<file path="config.mk">
export PLATFORM = sky130hd
export DESIGN_NAME = sorted_insert_priority_queue_top
export DESIGN_NICKNAME = d
export VERILOG_FILES = /design/src/rtl/core/spq_pkg.sv /design/src/rtl/core/spq_cell.sv /design/src/rtl/core/sorted_insert_priority_queue_top.sv
export SDC_FILE = /design/constraint.sdc
export NUM_CORES = 2
export LEC_CHECK = 0
export BUFFER_PORTS_ARGS = -buffer_cell sky130_fd_sc_hd__buf_2
export CORE_ASPECT_RATIO = 1.25
export CORE_MARGIN = 2
export CORE_UTILIZATION = 69
export CTS_CLUSTER_DIAMETER = 50
export DETAILED_ROUTE_END_ITERATION = 10
export GPL_TIMING_DRIVEN = 0
export PLACE_DENSITY = 0.91
export SYNTH_ARGS = -nofsm -noshare
export SYNTH_HDL_FRONTEND = slang
export SYNTH_SLANG_ARGS = --single-unit
</file>
<file path="constraint.sdc">
create_clock -name clk -period 9.64 [get_ports clk]
set_clock_uncertainty 0.15 [all_clocks]
set_input_delay 0.482 -clock clk [delete_from_list [all_inputs] [get_ports clk]]
set_output_delay 0.482 -clock clk [all_outputs]
set_load 0.02 [all_outputs]
</file>
<file path="src/rtl/core/spq_pkg.sv">
package spq_pkg;

	// operation codes
	localparam logic OP_INSERT = 1'b0;
	localparam logic OP_POP    = 1'b1;

	// result status codes
	typedef enum logic [1:0] {
		ST_OK    = 2'd0,
		ST_EMPTY = 2'd1,
		ST_FULL  = 2'd2
	} status_t;

	// one command transfer
	typedef struct packed {
		logic               opcode;
		logic signed [31:0] value;
	} cmd_t;

	// one result transfer
	typedef struct packed {
		logic signed [31:0] popped_value;
		logic               popped_valid;
		logic [1:0]         status;
		logic [4:0]         entry_count;
	} result_t;

	// control broadcast to every cell
	typedef struct packed {
		logic               ins;
		logic               pop;
		logic signed [31:0] value;
	} cell_ctl_t;

endpackage

</file>
<file path="src/rtl/core/spq_cell.sv">
module spq_cell
	import spq_pkg::*;
#(
	parameter int IDX = 0,
	parameter int CW  = 5
) (
	input  logic               clk,
	input  cell_ctl_t          ctl,
	input  logic [CW-1:0]      cnt,
	input  logic signed [31:0] left_entry,
	input  logic               left_lt,
	input  logic signed [31:0] right_entry,
	output logic signed [31:0] entry,
	output logic               lt
);

	localparam logic [CW-1:0] IDX_C = CW'(IDX);

	logic signed [31:0] entry_q;
	logic               occupied;

	// this cell holds a live entry that stays ahead of the new value
	assign occupied = (cnt > IDX_C);
	assign lt       = occupied && (entry_q < ctl.value);
	assign entry    = entry_q;

	// keep, shift toward tail, take the new value, or shift toward head
	always_ff @(posedge clk) begin
		if (ctl.ins && !lt) begin
			entry_q <= left_lt ? ctl.value : left_entry;
		end else if (ctl.pop) begin
			entry_q <= right_entry;
		end
	end

endmodule

</file>
<file path="src/rtl/core/sorted_insert_priority_queue_top.sv">
// Sorted priority queue of up to DEPTH signed 32-bit values, held in a row of
// cells in ascending order. A command is taken on any cycle with start high;
// busy never rises, so one command can be issued every clock. Each command
// gives one result on the cycle after it is taken, marked by done; the
// receiver cannot stall it. An insert lands ahead of equal entries already
// held; an insert into a full queue is dropped with status full, and a pop on
// an empty queue returns status empty. Every cell compares against the new
// value and shifts in the same cycle, so an insert or pop updates the whole
// row at once regardless of fill. No clearing pass is needed after reset.
module sorted_insert_priority_queue_top
	import spq_pkg::*;
#(
	parameter int DEPTH = 16
) (
	input  logic    clk,
	input  logic    arst_n,
	input  logic    start,
	output logic    busy,
	input  cmd_t    cmd,
	output logic    done,
	output result_t result
);

	localparam int CW = $clog2(DEPTH + 1);
	localparam logic [CW-1:0] DEPTH_C = CW'(DEPTH);

	logic [CW-1:0]      count_q;
	logic [CW-1:0]      count_nxt;
	logic               done_q;
	result_t            result_q;
	result_t            result_nxt;
	cell_ctl_t          ctl;
	logic               take;
	logic               is_full;
	logic               is_empty;
	logic [CW+4:0]      count_ext;
	logic signed [31:0] entries [DEPTH];
	logic               lts     [DEPTH];

	assign busy     = 1'b0;
	assign take     = start && !busy;
	assign is_full  = (count_q == DEPTH_C);
	assign is_empty = (count_q == '0);

	// decode the command into cell control
	always_comb begin
		ctl.ins   = take && (cmd.opcode == OP_INSERT) && !is_full;
		ctl.pop   = take && (cmd.opcode == OP_POP) && !is_empty;
		ctl.value = cmd.value;
	end

	// row of cells; the head sees a boundary on its left
	for (genvar i = 0; i < DEPTH; i++) begin : g_cell
		logic signed [31:0] left_e;
		logic               left_l;
		logic signed [31:0] right_e;

		if (i == 0) begin : g_head
			assign left_e = '0;
			assign left_l = 1'b1;
		end else begin : g_mid
			assign left_e = entries[i-1];
			assign left_l = lts[i-1];
		end

		if (i == DEPTH - 1) begin : g_tail
			assign right_e = '0;
		end else begin : g_body
			assign right_e = entries[i+1];
		end

		spq_cell #(
			.IDX (i),
			.CW  (CW)
		) u_cell (
			.clk         (clk),
			.ctl         (ctl),
			.cnt         (count_q),
			.left_entry  (left_e),
			.left_lt     (left_l),
			.right_entry (right_e),
			.entry       (entries[i]),
			.lt          (lts[i])
		);
	end

	// next count and result fields
	always_comb begin
		count_nxt = count_q;
		if (ctl.ins) begin
			count_nxt = count_q + CW'(1);
		end else if (ctl.pop) begin
			count_nxt = count_q - CW'(1);
		end
		count_ext = {5'd0, count_nxt};

		result_nxt.popped_value = '0;
		result_nxt.popped_valid = 1'b0;
		result_nxt.status       = ST_OK;
		result_nxt.entry_count  = count_ext[4:0];
		case (cmd.opcode)
			OP_INSERT: begin
				if (is_full) begin
					result_nxt.status = ST_FULL;
				end
			end
			OP_POP: begin
				if (is_empty) begin
					result_nxt.status = ST_EMPTY;
				end else begin
					result_nxt.popped_value = entries[0];
					result_nxt.popped_valid = 1'b1;
				end
			end
			default: begin
				result_nxt.status = ST_OK;
			end
		endcase
	end

	// count and result strobe
	always_ff @(posedge clk or negedge arst_n) begin
		if (!arst_n) begin
			count_q <= '0;
			done_q  <= 1'b0;
		end else begin
			count_q <= count_nxt;
			done_q  <= take;
		end
	end

	// result payload
	always_ff @(posedge clk) begin
		if (take) begin
			result_q <= result_nxt;
		end
	end

	assign done   = done_q;
	assign result = result_q;

	// occupancy never passes capacity
	a_count_bound: assert property (@(posedge clk) disable iff (!arst_n)
		count_q <= DEPTH_C)
		else $error("occupancy above capacity");

	// every taken command gives a result next cycle
	a_one_result: assert property (@(posedge clk) disable iff (!arst_n)
		take |=> done)
		else $error("missing result strobe");

	// a popped entry always shrinks the count by one
	a_pop_count: assert property (@(posedge clk) disable iff (!arst_n)
		ctl.pop |=> (count_q == $past(count_q) - CW'(1)))
		else $error("pop did not shrink occupancy");

	// a dropped insert leaves the count at capacity
	a_full_drop: assert property (@(posedge clk) disable iff (!arst_n)
		(done && result.status == ST_FULL) |-> (count_q == DEPTH_C))
		else $error("full status with room left");

	// a valid pop always reports ok
	a_valid_ok: assert property (@(posedge clk) disable iff (!arst_n)
		(done && result.popped_valid) |-> (result.status == ST_OK))
		else $error("popped entry with error status");

endmodule
</file>
==> impl_metrics.toml <==
[drt]
vias = 35160
wirelength_mm = 126.0
drt_iter0_markers = 4925
via_per_inst = 7.290
wl_per_cell_um = 26.13
drt_first_pass_iters = 8
final_antenna_net_count = 0
drc = 0

[cts]
cts_made_buffers = 58
htree_levels = 2
clk_latency_ns = 0.66
cts_root_buf = "clkbuf_16"
cts_setup_buffers = 0
numClockSinks = 558
clock_path_buffers = 3
clkTransAtPathRegs_ns = 0.07
cts_tree = "yes"

[hold_path]
hold_path_class = "in -> async"

[floorplanning]
fp-row-count = 97
start_util_pct = 69.79
die_h_um = 270.0
core-area_mm2 = 0.05595
die-area_mm2 = 0.05852
die_w_um = 216.8
io_pins = 78

[logic_synthesis]
synth_flop_cell = "edfxtp_1"
yosysTopAreaCell = "edfxtp_1"
yosys-top-cells-count = "edfxtp_1 (552), ha_1 (501), nand2_1 (491)"
synth_edf_count = 552
yosysWarnings = 0
synthesis.area_mm2 = 0.03905
synth_top_area_share_pct = 42.45
syn_area_per_cell_um2 = 10.05
yosysSeqAreaShare_pct = 42.84
synth_nets = 4424
yosys_register_bits = 558
synthTopCellsByArea = "edfxtp_1 (42%), ha_1 (16%), a21oi_1 (5.5%)"
async_flop_share_pct = 1.075
yosysMostFrequentCell = "edfxtp_1"
syn-instance-count = 3887
yosysUniqueCellTypes = 68

[timing]
timing.final.crit_period_ns = 5.257
fin_ws_ns = 4.383
worstMarginPinSlew_ns = 1.407
finalMaxSlewViolations = 0
holdWs_ns = 0.04039
tns_ns = 0
max_freq_mhz = 190.2
setup_viol_count_final = 0
slew-limit-headroom_pct = 6.232
rsz0062_at_grt = "false"
hold_viol = 0
finalCritPeriodShare_pct = 54.53

[grt]
grt_pass1_wl_mm = 191.8
busiest_layer = "met2"
grt_max_degree = 48
use_met2_pct = 66.62
antenna_found_initial = 7
grt_use_met1_pct = 49.76
grt.total_usage_pct = 42.41
overflow = 0
grt_pass1_vias = 35330
grt_use_met3_pct = 8.356

[cells_and_area]
final_cells = 4823
layout.nets = 4567
syn_to_final_growth_pct = 8.921
drive_gt1_share_pct = 9.904

[outcome]
status = "completed"

[power]
ir_worst_vdd_v = 0.0001863
p_per_area_mw_per_mm2 = 299.1
total_power_mw = 12.72
leakage_nw = 17.71

[placement]
place_inst = 4711
port_buffers = 76
gp_congestion = 0.9644
dpl_worst_slack_ns = 3.500
dp_hpwl_mm = 93.31

[worst_setup_path]
arrival_ns = 5.38
end_kind = "flop"
start_kind = "input pin"
cp_max_fo = 32
rrSetupSlack_ns = 4.73
path_class = "in -> reg"
cp.required_ns = 9.76

[flow_run]
cap_viol_max_count = 0
flip-flops by register name, indices dropped and copies added (netlist names):
name	cells
count_q	5
g_cell.u_cell.entry	512
done	1
result	40
where the power goes:
part           internal, mW  leakage [nW]  total (mW)  switching [mW]
clock                  1.31         0.945        2.39            1.08
combinational          2.21          11.4        5.83            3.62
sequential             3.80          5.38        4.50           0.697
routing by layer:
| metal | vias to the layer above | part of all wire [%] |
|---|---|---|
| li1 | 14910 | - |
| met1 | 16380 | 34 |
| met2 | 2997 | 45 |
| met3 | 867 | 11 |
| met4 | 10 | 10 |
| met5 | - | 0.058 |
path summary, 6_finish.rpt:
check	end	start	cells after the start
max in group asynchronous	count_q[3]	arst_n	2
worst min register to register	g_cell[12].u_cell.entry[30]	g_cell[13].u_cell.entry[30]	2
worst max-delay path	g_cell[0].u_cell.entry[5]	cmd[31]	11
worst max register to register	g_cell[9].u_cell.entry[20]	g_cell[9].u_cell.entry[2]	11
min in group clk	g_cell[8].u_cell.entry[5]	cmd[5]	3
worst min-delay path	count_q[4]	arst_n	2
layout by cell type, fill, tap and decap left out, types with 39 or more instances in the layout:
cell type	n
a21o_1	39
a21oi_1	428
a31oi_1	200
buf_2	140
clkbuf_1	134
clkbuf_16	59
edfxtp_1	552
ha_1	501
inv_1	48
mux2_2	70
mux2_4	58
mux2i_1	195
nand2_1	488
nand3_1	64
nand4_1	65
nor2_1	460
o21ai_0	161
cells by family (layout without fill, tap and decap cells):
family,after synthesis,count (layout),synth area share (%)
simple gates,1232,1232,13.57
compound gates,965,965,14.36
flops,558,558,42.84
fa+ha+maj,501,501,16.05
mux,355,355,10.17
buf+inv,270,462,2.887
xor+xnor,5,5,0.1122
other cells,1,3,0.009604
worst max-delay path, stage by stage:
cell and delay [ns]:
buf_2 0.25, inv_1 0.49, ha_1 0.62, nand4_1 0.21, nor4_1 0.59, o211ai_1 0.22, o21ai_1 0.28, xor2_1 0.29
a21oi_1 0.73, buf_2 0.40, nand2b_2 0.77
through the flow:
stage	instance area, um^2	utilization, %
after detailed placement	40570	72.51
after CTS	42520	75.99
after global placement	40360	72.13
after floorplan	39050	-
final	42530	76.02
after global routing	42530	76.01
layout make-up:
| type | instances | area (um^2) |
|---|---|---|
| clock inverters | 47 | 450.4 |
| fillers | 3455 | 13420 |
| flip-flops and latches | 558 | 16730 |
| plain buffers | 222 | 947.2 |
| multi-input cells | 3059 | 21300 |
| well taps | 742 | 928.4 |
| inverters | 48 | 180.2 |
| clock buffers | 62 | 1488 |
| diodes | 2 | 5.005 |
| repair buffers | 83 | 510.5 |
timing repair:
item | CTS | global route
resized for setup | 0 | 0
endpoints found under the hold margin | 6 | 0
hold buffers | 1 | 0
Note: power is estimated with default switching activity, not from simulation.
